===== src/hdl/hnm_pkg.sv =====
package hnm_pkg;

	localparam int CFG_IDX_W = 2;

	localparam logic [CFG_IDX_W-1:0] REG_ROW_LENGTH = 2'd0;
	localparam logic [CFG_IDX_W-1:0] REG_ROW_COUNT  = 2'd1;
	localparam logic [CFG_IDX_W-1:0] REG_WRAP_EDGES = 2'd2;
	localparam logic [CFG_IDX_W-1:0] REG_SLOPE_GAIN = 2'd3;

	localparam logic [10:0] ROW_LENGTH_RST = 11'd1024;
	localparam logic [10:0] ROW_COUNT_RST  = 11'd1024;
	localparam logic [15:0] SLOPE_GAIN_RST = 16'd256;

	localparam logic [7:0] ALPHA_VAL = 8'hFF;

	// 65280^2, the unit term of the squared magnitude
	localparam logic [49:0] BASE_SQ = 50'd4261478400;
	// (65280*65536)^2 shifted right by 33; all lower numerator bits are zero
	localparam logic [49:0] DIV_SEED = 50'd2130739200;
	// 255*128, lifts the scaled component to a non-negative value
	localparam logic signed [49:0] LIFT = 50'sd32640;

	typedef enum logic [3:0] {
		SEQ_IDLE,
		SEQ_RD0,
		SEQ_RD1,
		SEQ_RD2,
		SEQ_RD3,
		SEQ_WR,
		SEQ_PICK,
		SEQ_CALC,
		SEQ_OUT
	} seq_state_t;

	typedef enum logic [3:0] {
		NRM_IDLE,
		NRM_DIFF,
		NRM_SQX,
		NRM_SQY,
		NRM_DIV,
		NRM_SQRT,
		NRM_MULX,
		NRM_MULY,
		NRM_SCALE,
		NRM_FIX,
		NRM_DONE
	} nrm_state_t;

	typedef struct packed {
		logic        start;
		logic [7:0]  hc;
		logic [7:0]  hl;
		logic [7:0]  hu;
		logic [15:0] gain;
	} nrm_req_t;

	typedef struct packed {
		logic       done;
		logic [7:0] nx;
		logic [7:0] ny;
		logic [7:0] nz;
	} nrm_rsp_t;

endpackage


===== src/hdl/hnm_normal.sv =====
module hnm_normal import hnm_pkg::*; (
	input  logic     clk,
	input  logic     arst_n,
	input  nrm_req_t req,
	output nrm_rsp_t rsp
);

	nrm_state_t state_q, state_d;
	logic [5:0] cnt_q;

	logic [7:0]  hc_q, hl_q, hu_q;
	logic [15:0] gain_q;
	logic signed [24:0] dx_q, dy_q;
	logic [49:0] s_q;
	logic [49:0] rem_q;
	logic [32:0] q_q;
	logic [32:0] sv_q;
	logic [33:0] res_q, bit_q;
	logic signed [42:0] px_q, py_q;
	logic [16:0] vx_q, vy_q;
	logic [7:0]  nx_q, ny_q, nz_q;

	logic signed [8:0]  diff_x, diff_y;
	logic signed [16:0] gain_s;
	logic signed [25:0] prod_x, prod_y;
	logic signed [24:0] sq_op, mul_op;
	logic signed [49:0] sq;
	logic [50:0] rem_sh, rem_sub;
	logic        div_ge;
	logic [33:0] sq_try;
	logic        sqrt_ge;
	logic signed [17:0] r_s;
	logic signed [42:0] pr;
	logic signed [49:0] px_w, py_w, mx, my, shx, shy;
	logic [23:0] zr;

	function automatic logic [7:0] div255(input logic [16:0] v);
		logic [25:0] q0w;
		logic [8:0]  q0;
		logic [17:0] rm;
		logic [8:0]  qf;
		q0w = 26'(v) * 26'd257;
		q0  = q0w[24:16];
		rm  = 18'(v) - 18'(q0) * 18'd255;
		qf  = (rm >= 18'd255) ? q0 + 9'd1 : q0;
		return qf[7:0];
	endfunction

	assign diff_x = $signed({1'b0, hl_q}) - $signed({1'b0, hc_q});
	assign diff_y = $signed({1'b0, hu_q}) - $signed({1'b0, hc_q});
	assign gain_s = $signed({1'b0, gain_q});
	assign prod_x = diff_x * gain_s;
	assign prod_y = diff_y * gain_s;

	assign sq_op = (state_q == NRM_SQX) ? dx_q : dy_q;
	assign sq    = sq_op * sq_op;

	assign rem_sh  = {rem_q, 1'b0};
	assign div_ge  = rem_sh >= {1'b0, s_q};
	assign rem_sub = rem_sh - {1'b0, s_q};

	assign sq_try  = res_q + bit_q;
	assign sqrt_ge = {1'b0, sv_q} >= sq_try;

	assign mul_op = (state_q == NRM_MULX) ? dx_q : dy_q;
	assign r_s    = $signed({1'b0, res_q[16:0]});
	assign pr     = mul_op * r_s;

	// 127*p as a shift and subtract, then floor by 2^24
	assign px_w = px_q;
	assign py_w = py_q;
	assign mx   = (px_w <<< 7) - px_w;
	assign my   = (py_w <<< 7) - py_w;
	assign shx  = (mx >>> 24) + LIFT;
	assign shy  = (my >>> 24) + LIFT;
	assign zr   = 24'(res_q[16:0]) * 24'd127;

	always_comb begin
		state_d = state_q;
		unique case (state_q)
			NRM_IDLE:  if (req.start) state_d = NRM_DIFF;
			NRM_DIFF:  state_d = NRM_SQX;
			NRM_SQX:   state_d = NRM_SQY;
			NRM_SQY:   state_d = NRM_DIV;
			NRM_DIV:   if (cnt_q == 6'd0) state_d = NRM_SQRT;
			NRM_SQRT:  if (cnt_q == 6'd0) state_d = NRM_MULX;
			NRM_MULX:  state_d = NRM_MULY;
			NRM_MULY:  state_d = NRM_SCALE;
			NRM_SCALE: state_d = NRM_FIX;
			NRM_FIX:   state_d = NRM_DONE;
			NRM_DONE:  state_d = NRM_IDLE;
			default:   state_d = NRM_IDLE;
		endcase
	end

	always_comb begin
		rsp.done = (state_q == NRM_DONE);
		rsp.nx   = nx_q;
		rsp.ny   = ny_q;
		rsp.nz   = nz_q;
	end

	always_ff @(posedge clk or negedge arst_n) begin
		if (!arst_n) begin
			state_q <= NRM_IDLE;
			cnt_q   <= '0;
		end else begin
			state_q <= state_d;
			if (state_q == NRM_SQY) begin
				cnt_q <= 6'd32;
			end else if (state_q == NRM_DIV) begin
				cnt_q <= (cnt_q == 6'd0) ? 6'd16 : cnt_q - 6'd1;
			end else if (state_q == NRM_SQRT) begin
				cnt_q <= cnt_q - 6'd1;
			end
		end
	end

	always_ff @(posedge clk) begin
		unique case (state_q)
			NRM_IDLE: begin
				if (req.start) begin
					hc_q   <= req.hc;
					hl_q   <= req.hl;
					hu_q   <= req.hu;
					gain_q <= req.gain;
				end
			end
			NRM_DIFF: begin
				dx_q <= prod_x[24:0];
				dy_q <= prod_y[24:0];
			end
			NRM_SQX: s_q <= BASE_SQ + $unsigned(sq);
			NRM_SQY: begin
				s_q   <= s_q + $unsigned(sq);
				rem_q <= DIV_SEED;
				q_q   <= '0;
			end
			NRM_DIV: begin
				// one quotient bit per cycle
				rem_q <= div_ge ? rem_sub[49:0] : rem_sh[49:0];
				q_q   <= {q_q[31:0], div_ge};
				if (cnt_q == 6'd0) begin
					sv_q  <= {q_q[31:0], div_ge};
					res_q <= '0;
					bit_q <= 34'h1_0000_0000;
				end
			end
			NRM_SQRT: begin
				if (sqrt_ge) begin
					sv_q  <= 33'({1'b0, sv_q} - sq_try);
					res_q <= (res_q >> 1) + bit_q;
				end else begin
					res_q <= res_q >> 1;
				end
				bit_q <= bit_q >> 2;
			end
			NRM_MULX: px_q <= pr;
			NRM_MULY: py_q <= pr;
			NRM_SCALE: begin
				vx_q <= shx[16:0];
				vy_q <= shy[16:0];
				nz_q <= 8'd128 + zr[23:16];
			end
			NRM_FIX: begin
				nx_q <= div255(vx_q);
				ny_q <= div255(vy_q);
			end
			NRM_DONE: ;
			default: ;
		endcase
	end

endmodule


===== config.mk =====
export PLATFORM = sky130hd
export DESIGN_NAME = hnm_normal
export DESIGN_NICKNAME = d
export VERILOG_FILES = /design/src/hdl/hnm_pkg.sv /design/src/hdl/hnm_normal.sv
export SDC_FILE = /design/constraint.sdc
export NUM_CORES = 2
export LEC_CHECK = 0
export BUFFER_PORTS_ARGS = -buffer_cell sky130_fd_sc_hd__buf_2
export CAP_MARGIN = 20
export CORE_ASPECT_RATIO = 0.7
export CORE_MARGIN = 4
export CORE_UTILIZATION = 67
export DETAILED_ROUTE_END_ITERATION = 12
export PLACE_DENSITY = 0.87
export SLEW_MARGIN = 20
export SYNTH_ARGS = -nofsm -noshare
export SYNTH_HDL_FRONTEND = slang
export SYNTH_SLANG_ARGS = --single-unit
export TNS_END_PERCENT = 100

===== constraint.sdc =====
create_clock -name clk -period 11.81 [get_ports clk]
set_input_delay 1.181 -clock clk [delete_from_list [all_inputs] [get_ports clk]]
set_output_delay 1.181 -clock clk [all_outputs]
set_load 0.02 [all_outputs]

==> reports/qor.csv <==
metric,value,unit
HPWL Detailed,173,mm
Hold Crit Class,input pin to async pin,
WP data required,12.19,ns
first-pass GRT wire length,348,mm
Final period util,95.9,%
fin. max-slew vios,0,
GRT overflow,0,
Clock Sinks,456,
via count,61200,
PostCTS Resize Cnt,0,
largest net degree at the start of global routing,92,
# DRC,0,
minimum clock period after layout,11.33,ns
WL/cell,21.0,µm
Top delay family on crit path,adder cells,
Mapped Avg Cell Area,9.51,µm²
CTS tree,yes,
Layout Cells excl Fill,10200,
Initial Util,67.8,%
unrepaired setup endpoints after global routing,false,
CTS Root Buffer Type,clkbuf_16,
Startpoint Class,register,
Worst-path clk slew,0.07,ns
register bit total from synthesis,456,
post-synthesis sequential area ratio,16.8,%
initial antenna violation count,7,
"Top FF cell, synth",edfxtp_1,
die area,127000,µm²
GRT Resource Usage Total,34.7,%
"most used cell, CP",fa_1,
"commonest non-fill, non-tap cells in the layout","inv_1, fa_1, nand2_1",
hold_buf cts,0,
remaining antenna violation count after routing,0,
outcome,completed,
"commonest non-fill, non-tap cell in the layout",inv_1,
Slew HR,25.2,%
Die Wd,424,µm
Setup Buffers After CTS,0,
worst clock skew,0.0656,ns
Max Cap Violations,0,
critical path arrival,11.71,ns
drt pass-1 iters,8,
Core Region,120000,µm²
PwrDens,41.2,nW/µm²
slew at the pin closest to its max-slew limit,1.12,ns
latest clock arrival within the worst-skew pair,0.69,ns
via/cell ratio,5.99,
TritonCTS buffer count,50,
CTS Buffer Depth,3,
Layout Nets,10800,
VDD IR max,0.107,mV
H-tree levels,2,
Buf/Inv on CP,9,
Fin Setup TNS,0,ns
Initial DRC Count,6229,
Syn Std Cell Area,81300,µm²
Achievable Freq,0.0883,GHz
IO Port Bufs,67,
number of global-route vias before repair,64600,
"EDFF count, synth",446,
"Slowest-stage cell, CP",nor3_1,
FP Rows,106,
area growth from synthesis to layout,5.27,%
Worst path max stage delay,0.65,ns
die height,299,µm
final WL,215,mm
critical path endpoint category,register,
I/O pin count,68,
Finish-stage setup viols,0,
Inst Count DP,10100,
Synthesized Nets,10800,
Crit Path Max Fanout,28,
distinct cell type count after synthesis,90,
YS warnings,0,
RePlAce Congestion,1.00,
Worst Setup Path Type,register to register,
count of final hold-check violations,0,
"Async S/R FF share, synth",2.19,%
Syn Inst Count,8553,
share of layout cells above drive strength 1,4.65,%
total leakage power,41.8,nW
## Yosys cell counts, drive strengths merged, types with 43 or more instances
| master | number | share of area (%) |
|---|---|---|
| ha | 815 | 13 |
| mux2 | 43 | 0.60 |
| a21o | 139 | 1.3 |
| nand3 | 78 | 0.49 |
| a31oi | 46 | 0.35 |
| and3 | 56 | 0.43 |
| clkbuf | 210 | 0.97 |
| and2 | 302 | 2.3 |
| xor2 | 167 | 1.8 |
| nor3 | 76 | 0.47 |
| o21ai | 217 | 1.3 |
| nor2 | 427 | 2.0 |
| fa | 1367 | 34 |
| o21a | 46 | 0.42 |
| a211oi | 45 | 0.42 |
| nand2b | 104 | 0.80 |
| a21oi | 349 | 2.2 |
| nor2b | 78 | 0.60 |
| o21bai | 59 | 0.54 |
| inv | 1844 | 8.5 |
| nand2 | 911 | 4.2 |
| xnor2 | 301 | 3.2 |
| edfxtp | 446 | 16 |
## kinds of logic (layout without fill, tap and decap cells)
kind of cell | after synthesis | after routing | share of synthesized area, %
flops | 456 | 456 | 16.8
compound gates | 1121 | 1121 | 8.92
fa+ha+maj | 2182 | 2182 | 46.2
other cells | 0 | 4 | 0
buf+inv | 2089 | 2119 | 9.68
xor+xnor | 468 | 468 | 5.04
mux | 73 | 73 | 0.965
simple gates | 2164 | 2164 | 12.4
## stage by stage
step	setup WS [ns]	cell area, µm²	util, %	total power, mW	hold WS [ns]
floorplan	1.25	81300	-	1.79	0.455
global placement	0.701	83700	69.8	1.79	0.486
detailed placement	0.357	83700	69.8	1.79	0.487
CTS	0.251	85500	71.3	3.54	0.315
global route	0.0107	85600	71.4	3.62	0.349
finish	0.481	85600	71.4	3.53	0.349
## worst reg2reg max path: cells and delay by family, from the launching register on
kind | cells | cell delay [ns]
fa+ha+maj | 9 | 4.10
compound gates | 13 | 2.68
simple gates | 6 | 1.62
buf+inv | 9 | 1.38
flops | 1 | 0.49
mux | 1 | 0.41
xor+xnor | 2 | 0.34
## worst paths after layout
| path | from | end | slack, ns | cells after the start |
|---|---|---|---|---|
| min in group clk | cnt_q[5]$_DFFE_PN0P_ | cnt_q[5]$_DFFE_PN0P_ | 0.50 | 1 |
| min | arst_n | cnt_q[2]$_DFFE_PN0P_ | 0.35 | 1 |
| max in group asynchronous | arst_n | state_q[1]$_DFFE_PN0P_ | 11.25 | 1 |
| max | state_q[1]$_DFFE_PN0P_ | s_q[48]$_DFFE_PP_ | 0.48 | 40 |
| min reg2reg | cnt_q[5]$_DFFE_PN0P_ | cnt_q[5]$_DFFE_PN0P_ | 0.50 | 1 |
| max reg2reg | state_q[1]$_DFFE_PN0P_ | s_q[48]$_DFFE_PP_ | 0.48 | 40 |
## report_power, final
| part | switching (mW) | leakage [nW] | internal (mW) |
|---|---|---|---|
| logic | 0.00256 | 36.7 | 0.00477 |
| registers | 0 | 4.23 | 1.75 |
| clock network | 0.766 | 0.873 | 1.00 |
| total | 0.769 | 41.8 | 2.76 |
## registers in the layout, indices dropped and copies added, names as in the netlist, 16 cells and up
register,cells
py_q,41
q_q,32
bit_q,17
vy_q,17
res_q,34
dy_q,25
vx_q,17
rem_q,50
px_q,41
s_q,50
sv_q,33
dx_q,25
gain_q,16
## layer usage
| layer | routed length (µm) | GRT usage, % | vias up |
|---|---|---|---|
| met5 | 13 | 0 | - |
| met3 | 27000 | 9.69 | 523 |
| li1 | - | - | 27000 |
| met1 | 88500 | 50.1 | 30300 |
| met2 | 92100 | 51.6 | 3363 |
| met4 | 7030 | 10.2 | 2 |
## final cells by class
type,count,area [µm²]
Antenna cell,4,10.0
Clock buffer,58,1290
Clock inverter,35,531
Fill cell,8579,34300
Inverter,1849,6960
Multi-Input combinational cell,6008,60000
Sequential cell,456,13600
Tap cell,1620,2030
Timing Repair Buffer,177,1190
Note: power is estimated with default switching activity, not from simulation.
